`config.mk`:
```
export PLATFORM = sky130hd
export DESIGN_NAME = arpc_conv
export DESIGN_NICKNAME = d
export VERILOG_FILES = /design/src/sv/arpc_pkg.sv /design/src/sv/arpc_conv.sv
export SDC_FILE = /design/constraint.sdc
export NUM_CORES = 1
export LEC_CHECK = 0
export BUFFER_PORTS_ARGS = -buffer_cell sky130_fd_sc_hd__buf_2
export CORE_ASPECT_RATIO = 1.2
export CORE_MARGIN = 2
export CORE_UTILIZATION = 60
export DETAILED_ROUTE_END_ITERATION = 16
export PLACE_DENSITY = 0.81
export SLEW_MARGIN = 40
export SYNTH_ARGS = -nofsm -noshare
export SYNTH_HDL_FRONTEND = slang
export SYNTH_SLANG_ARGS = --single-unit
```
`constraint.sdc`:
```
create_clock -name clk -period 7.2 [get_ports clk]
set_input_delay 0.36 -clock clk [delete_from_list [all_inputs] [get_ports clk]]
set_output_delay 0.36 -clock clk [all_outputs]
set_load 0.02 [all_outputs]
```
`src/sv/arpc_pkg.sv`:
```
// Shared types and constants for the audio record/playback controller.
// No dependencies; imported by arpc_conv and the top level.
`default_nettype none

package arpc_pkg;

  localparam int GAIN_W   = 12;
  localparam int OFFSET_W = 13;
  localparam int LIMIT_W  = 15;
  localparam int PADDR_W  = 4;
  localparam int PDATA_W  = 32;

  localparam logic [GAIN_W-1:0]   GAIN_RST   = 12'd512;
  localparam logic [OFFSET_W-1:0] OFFSET_RST = 13'd4095;
  localparam logic [LIMIT_W-1:0]  LIMIT_RST  = 15'd16000;

  typedef enum logic [1:0] {
    REG_GAIN   = 2'd0,
    REG_OFFSET = 2'd1,
    REG_LIMIT  = 2'd2,
    REG_NONE   = 2'd3
  } reg_idx_t;

  typedef enum logic [1:0] {
    MODE_IDLE = 2'd0,
    MODE_REC  = 2'd1,
    MODE_PLAY = 2'd2,
    MODE_RSVD = 2'd3
  } mode_t;

endpackage

`default_nettype wire

```
`src/sv/arpc_conv.sv`:
```
// Sample-to-PWM conversion unit: offset removal, Q8 gain, clamp, then a
// reciprocal multiply that scales to the PWM range. Uses arpc_pkg.
`default_nettype none

module arpc_conv
  import arpc_pkg::*;
#(
  parameter int SAMPLE_BITS = 12,
  parameter int LEVEL_BITS  = 8
) (
  input  wire logic                   clk,
  input  wire logic                   rst_n,
  input  wire logic                   start,
  input  wire logic [SAMPLE_BITS-1:0] sample,
  input  wire logic [GAIN_W-1:0]      gain,
  input  wire logic [OFFSET_W-1:0]    offset,
  output logic                        done,
  output logic [LEVEL_BITS-1:0]       level
);

  localparam int DW     = ((SAMPLE_BITS + 1 > OFFSET_W) ? SAMPLE_BITS + 1 : OFFSET_W) + 1;
  localparam int PW     = DW + GAIN_W + 1;
  localparam int XW     = SAMPLE_BITS + 1;
  localparam int FS_VAL = 2 * ((1 << SAMPLE_BITS) - 1);
  localparam int LMAX   = (1 << LEVEL_BITS) - 1;
  // x * LMAX / FS as x * RECIP >> SH; exact for x in [0, FS] since FS^2 < 2^SH
  localparam int SH     = 2 * XW;
  localparam int RW     = LEVEL_BITS + SH - XW + 2;
  localparam int SW     = XW + RW;
  localparam longint RECIP = ((longint'(LMAX) << SH) + longint'(FS_VAL) - 1)
                           / longint'(FS_VAL);
  localparam logic [RW-1:0] RECIP_V = RW'(RECIP);

  typedef enum logic [3:0] {
    C_IDLE  = 4'b0001,
    C_MUL   = 4'b0010,
    C_CLAMP = 4'b0100,
    C_SCALE = 4'b1000
  } conv_state_t;

  conv_state_t             state_r, state_nxt;
  logic signed [DW-1:0]    diff_r, diff_nxt;
  logic signed [PW-1:0]    prod_r, prod_nxt;
  logic [XW-1:0]           xc_r, xc_nxt;
  logic [LEVEL_BITS-1:0]   quo_r, quo_nxt;
  logic                    done_r, done_nxt;

  logic signed [PW-1:0]    prod_sh;
  logic signed [PW:0]      x_sum;
  logic [SW-1:0]           scale_prod;

  always_comb begin
    prod_sh    = prod_r >>> 8;
    x_sum      = $signed({prod_sh[PW-1], prod_sh})
               + $signed({{(PW + 1 - OFFSET_W){1'b0}}, offset});
    scale_prod = {{RW{1'b0}}, xc_r} * {{XW{1'b0}}, RECIP_V};
  end

  always_comb begin
    state_nxt = state_r;
    diff_nxt  = diff_r;
    prod_nxt  = prod_r;
    xc_nxt    = xc_r;
    quo_nxt   = quo_r;
    done_nxt  = 1'b0;
    unique case (state_r)
      C_IDLE: begin
        if (start) begin
          diff_nxt  = $signed({{(DW - SAMPLE_BITS - 1){1'b0}}, sample, 1'b0})
                    - $signed({{(DW - OFFSET_W){1'b0}}, offset});
          state_nxt = C_MUL;
        end
      end
      C_MUL: begin
        prod_nxt  = diff_r * $signed({1'b0, gain});
        state_nxt = C_CLAMP;
      end
      C_CLAMP: begin
        if (x_sum < 0) begin
          xc_nxt = '0;
        end else if (x_sum > $signed((PW + 1)'(FS_VAL))) begin
          xc_nxt = XW'(FS_VAL);
        end else begin
          xc_nxt = x_sum[XW-1:0];
        end
        state_nxt = C_SCALE;
      end
      C_SCALE: begin
        quo_nxt   = scale_prod[SH +: LEVEL_BITS];
        done_nxt  = 1'b1;
        state_nxt = C_IDLE;
      end
      default: state_nxt = C_IDLE;
    endcase
  end

  always_ff @(posedge clk) begin
    if (!rst_n) begin
      state_r <= C_IDLE;
      done_r  <= 1'b0;
    end else begin
      state_r <= state_nxt;
      done_r  <= done_nxt;
    end
  end

  always_ff @(posedge clk) begin
    diff_r <= diff_nxt;
    prod_r <= prod_nxt;
    xc_r   <= xc_nxt;
    quo_r  <= quo_nxt;
  end

  assign done  = done_r;
  assign level = quo_r;

endmodule

`default_nettype wire

```
==> summary.txt <==
Floorplan
  • Core Rows: 58
  • Initial Util: 61.3%
  • Core footprint: 21000 sq um
  • Die width: 138 um
  • Die height: 165 um
  • Die footprint: 22700 sq um
  • Io pins: 49

Detailed routing
  • Initial DRT Pass Iterations: 6
  • DR vias: 8973
  • DR iter-0 viols: 412
  • Final wirelength: 26900 um
  • Drt drc: 0
  • Post-route ant nets: 0
  • Vias per inst: 5.39
  • Post-detailed-route wirelength per cell: 16.2 um

GRT
  • Grt ovf: 0
  • Initial antenna violation count: 1
  • Pin count of the biggest net entering global routing: 21
  • Vias in the first global route: 9759
  • Overall Global Routing Usage: 26.4%
  • First-pass GRT wire length: 46200 um

Placement
  • Port Buffer Count: 48
  • Final estimated routing congestion in global placement: 0.914
  • Placed instance count: 1648
  • Placement Cell Area: 13400 sq um
  • Final HPWL DP: 23300 um

Final layout
  • Fin util: 65.2%
  • Layout area overhead: 6.42%
  • Non-Filler Instances: 1664
  • Final Instance Area: 13700 sq um
  • Commonest non-fill, non-tap cell in the layout: inv_1
  • # diodes: 0
  • Share of cells above drive strength 1: 6.03%
  • Commonest cells after routing, fill and taps aside: 403 x inv_1, 239 x fa_1, 164 x ha_1
  • NumNets Final: 1832

Hold path
  • Worst Hold Class: input port to register
  • Worst hold stages: 2

Run
  • Max-cap viol count: 0

Synthesis
  • Top FF cell, synth: edfxtp_1
  • Synth warnings: 0
  • Synthesized Nets: 1794
  • Post-synth EDFFs: 54
  • Sequential-to-total area share from yosys stat: 13.4%
  • Netlist Area Pre-Place: 12900 sq um
  • Async SR Flop Fraction: 0%
  • Average size of a mapped cell: 9.54 sq um
  • Synth cell types: 58
  • Number of synthesized register bits: 59
  • Synthesized instance count: 1351

Power and ir drop
  • Power per cell area: 429 nW/um^2
  • Leak pwr: 7.21 nW
  • Peak VDD IR: 0.000422 V

Worst setup path
  • Crit path cell chain: and2_1 -> fa_1 -> inv_1 -> fa_1 -> inv_1 -> fa_1 -> fa_1 -> inv_1 -> fa_1 -> inv_1 -> ha_1 -> a21o_1 -> a21o_1 -> a21oi_1 -> o22ai_1 -> o41a_1 -> a221o_1 -> a221o_1 -> a21oi_2 -> xnor2_1
  • Crit path kind: register to register
  • Reg2Reg Depth: 20
  • CP max-delay cell: edfxtp_1
  • CP bufs+invs: 4
  • Required time worst endpoint: 7.29 ns
  • CP max stage delay: 0.57 ns
  • WP depth: 20
  • Crit path max-delay family: adder cells
  • Worst Setup End Kind: register
  • Critical Path Start Type: register
  • CP most frequent cell: fa_1
  • Crit path DAT: 6.46 ns
  • Crit Path Max Fanout: 12

Run status
  • Status: finished, final reports clean

STA
  • Slew HR: 57.8%
  • Endpoints failing setup: 0
  • Fmax: 157 MHz
  • Fin crit share: 88.5%
  • Final Hold Viols: 0
  • Slew @ Worst Pin: 0.631 ns
  • Final clock skew: 0.0118 ns
  • Fin crit period: 6.37 ns
  • Final count of pins violating max slew: 0
  • RSZ-0062 raised after global routing: no
  • Final TNS setup: 0 ns

Clock tree
  • Num CTS Buffers: 9
  • Clock transition at path regs: 0.06 ns
  • Post-cts sizing count: 0
  • CTS tree: done
  • H-tree depth: 3
  • Clock tree sinks: 59
  • CTS Buffer Depth: 2
  • Worst-Skew Late Latency: 0.35 ns
  • CTS root buf: clkbuf_16
  • Post-CTS setup buffers: 0
  • Hold-fix buffers, CTS: 0
metal layers:
metal	vias up	track usage [%]	wire, um
met1	4469	31.3	10500
met2	230	46.8	13800
li1	4175	-	-
met3	97	4.08	1230
met4	2	12.8	1350
met5	-	0	10
cells by family after synthesis:
| logic type | after synthesis | share of synthesized area [%] |
|---|---|---|
| simple gates | 277 | 10.7 |
| xor+xnor | 51 | 3.46 |
| fa+ha+maj | 403 | 53.0 |
| buf+inv | 430 | 12.5 |
| flops | 59 | 13.4 |
| compound gates | 130 | 6.85 |
| mux | 1 | 0.0777 |
per-stage QoR:
stage | total power, mW | hold WS (ns) | worst slack [ns]
6_report | 5.89 | 0.260 | 0.830
4_1_cts | 5.91 | 0.256 | 0.875
2_1_floorplan | 4.52 | 0.447 | 1.26
5_1_grt | 6.60 | 0.281 | 0.630
3_3_place_gp | 5.19 | 0.561 | 1.03
3_5_place_dp | 5.39 | 0.581 | 0.899
flip-flops by register name (all words and copies together) (netlist names):
signal and flops:
diff_r 14, level 8, done 1, xc_r 13, state_r 4, prod_r 19
final timing paths:
check | from | end | slack [ns]
worst max-delay path | diff_r[9]$_DFFE_PP_ | prod_r[26]$_DFFE_PN_ | 0.83
worst min-delay path | rst_n | state_r[0]$_SDFFE_PN1P_ | 0.26
worst max register to register | diff_r[9]$_DFFE_PP_ | prod_r[26]$_DFFE_PN_ | 0.83
worst min register to register | state_r[3]$_SDFFE_PN0P_ | state_r[0]$_SDFFE_PN1P_ | 0.60
cells in the mapped netlist (all sizes together), types with 2 or more instances:
library cell / instances / share of area (%)
a211o: 2 / 0.14
a211oi: 3 / 0.21
a21boi: 5 / 0.29
a21o: 15 / 0.87
a21oi: 46 / 1.8
a221o: 3 / 0.23
a221oi: 2 / 0.27
a31oi: 5 / 0.24
a41o: 2 / 0.16
and2: 86 / 4.2
and3: 6 / 0.29
clkbuf: 27 / 0.79
dfxtp: 5 / 0.78
edfxtp: 54 / 13
fa: 239 / 37
ha: 164 / 16
inv: 403 / 12
nand2: 107 / 3.1
nand2b: 3 / 0.15
nand3: 8 / 0.31
nand4: 6 / 0.29
nor2: 36 / 1.0
nor2b: 4 / 0.19
nor3: 5 / 0.19
nor4: 2 / 0.097
nor4b: 3 / 0.20
o2111ai: 2 / 0.14
o211ai: 2 / 0.12
o21a: 5 / 0.29
o21ai: 20 / 0.81
o21bai: 2 / 0.12
o22ai: 2 / 0.097
o31ai: 3 / 0.17
o41a: 2 / 0.18
o41ai: 2 / 0.14
or2: 3 / 0.15
or4: 3 / 0.17
xnor2: 35 / 2.4
xor2: 16 / 1.1
cell type report:
class	count	area, sq um
timing repair buffer	54	285
tap	270	338
fill	1652	7330
inverter	403	1510
multi-input combinational	862	9570
clock buffer	9	225
sequential	59	1720
clock inverter	7	61.3
power breakdown:
group	switching, mW	internal [mW]
sequential	0.0523	0.724
clock	0.189	0.239
combinational	2.58	2.11
total	2.82	3.07
worst reg2reg max path, delay by kind of cell, from the launching register on:
kind,cells,cell delay (ns)
AO/OA/AOI/OAI,8,2.10
XOR/XNOR,1,0.07
adder cells (fa/ha/maj),6,2.93
buffers and inverters,4,0.20
flip-flops,1,0.57
AND/OR/NAND/NOR,1,0.25
No activity file was read; power rests on OpenSTA's default activity.
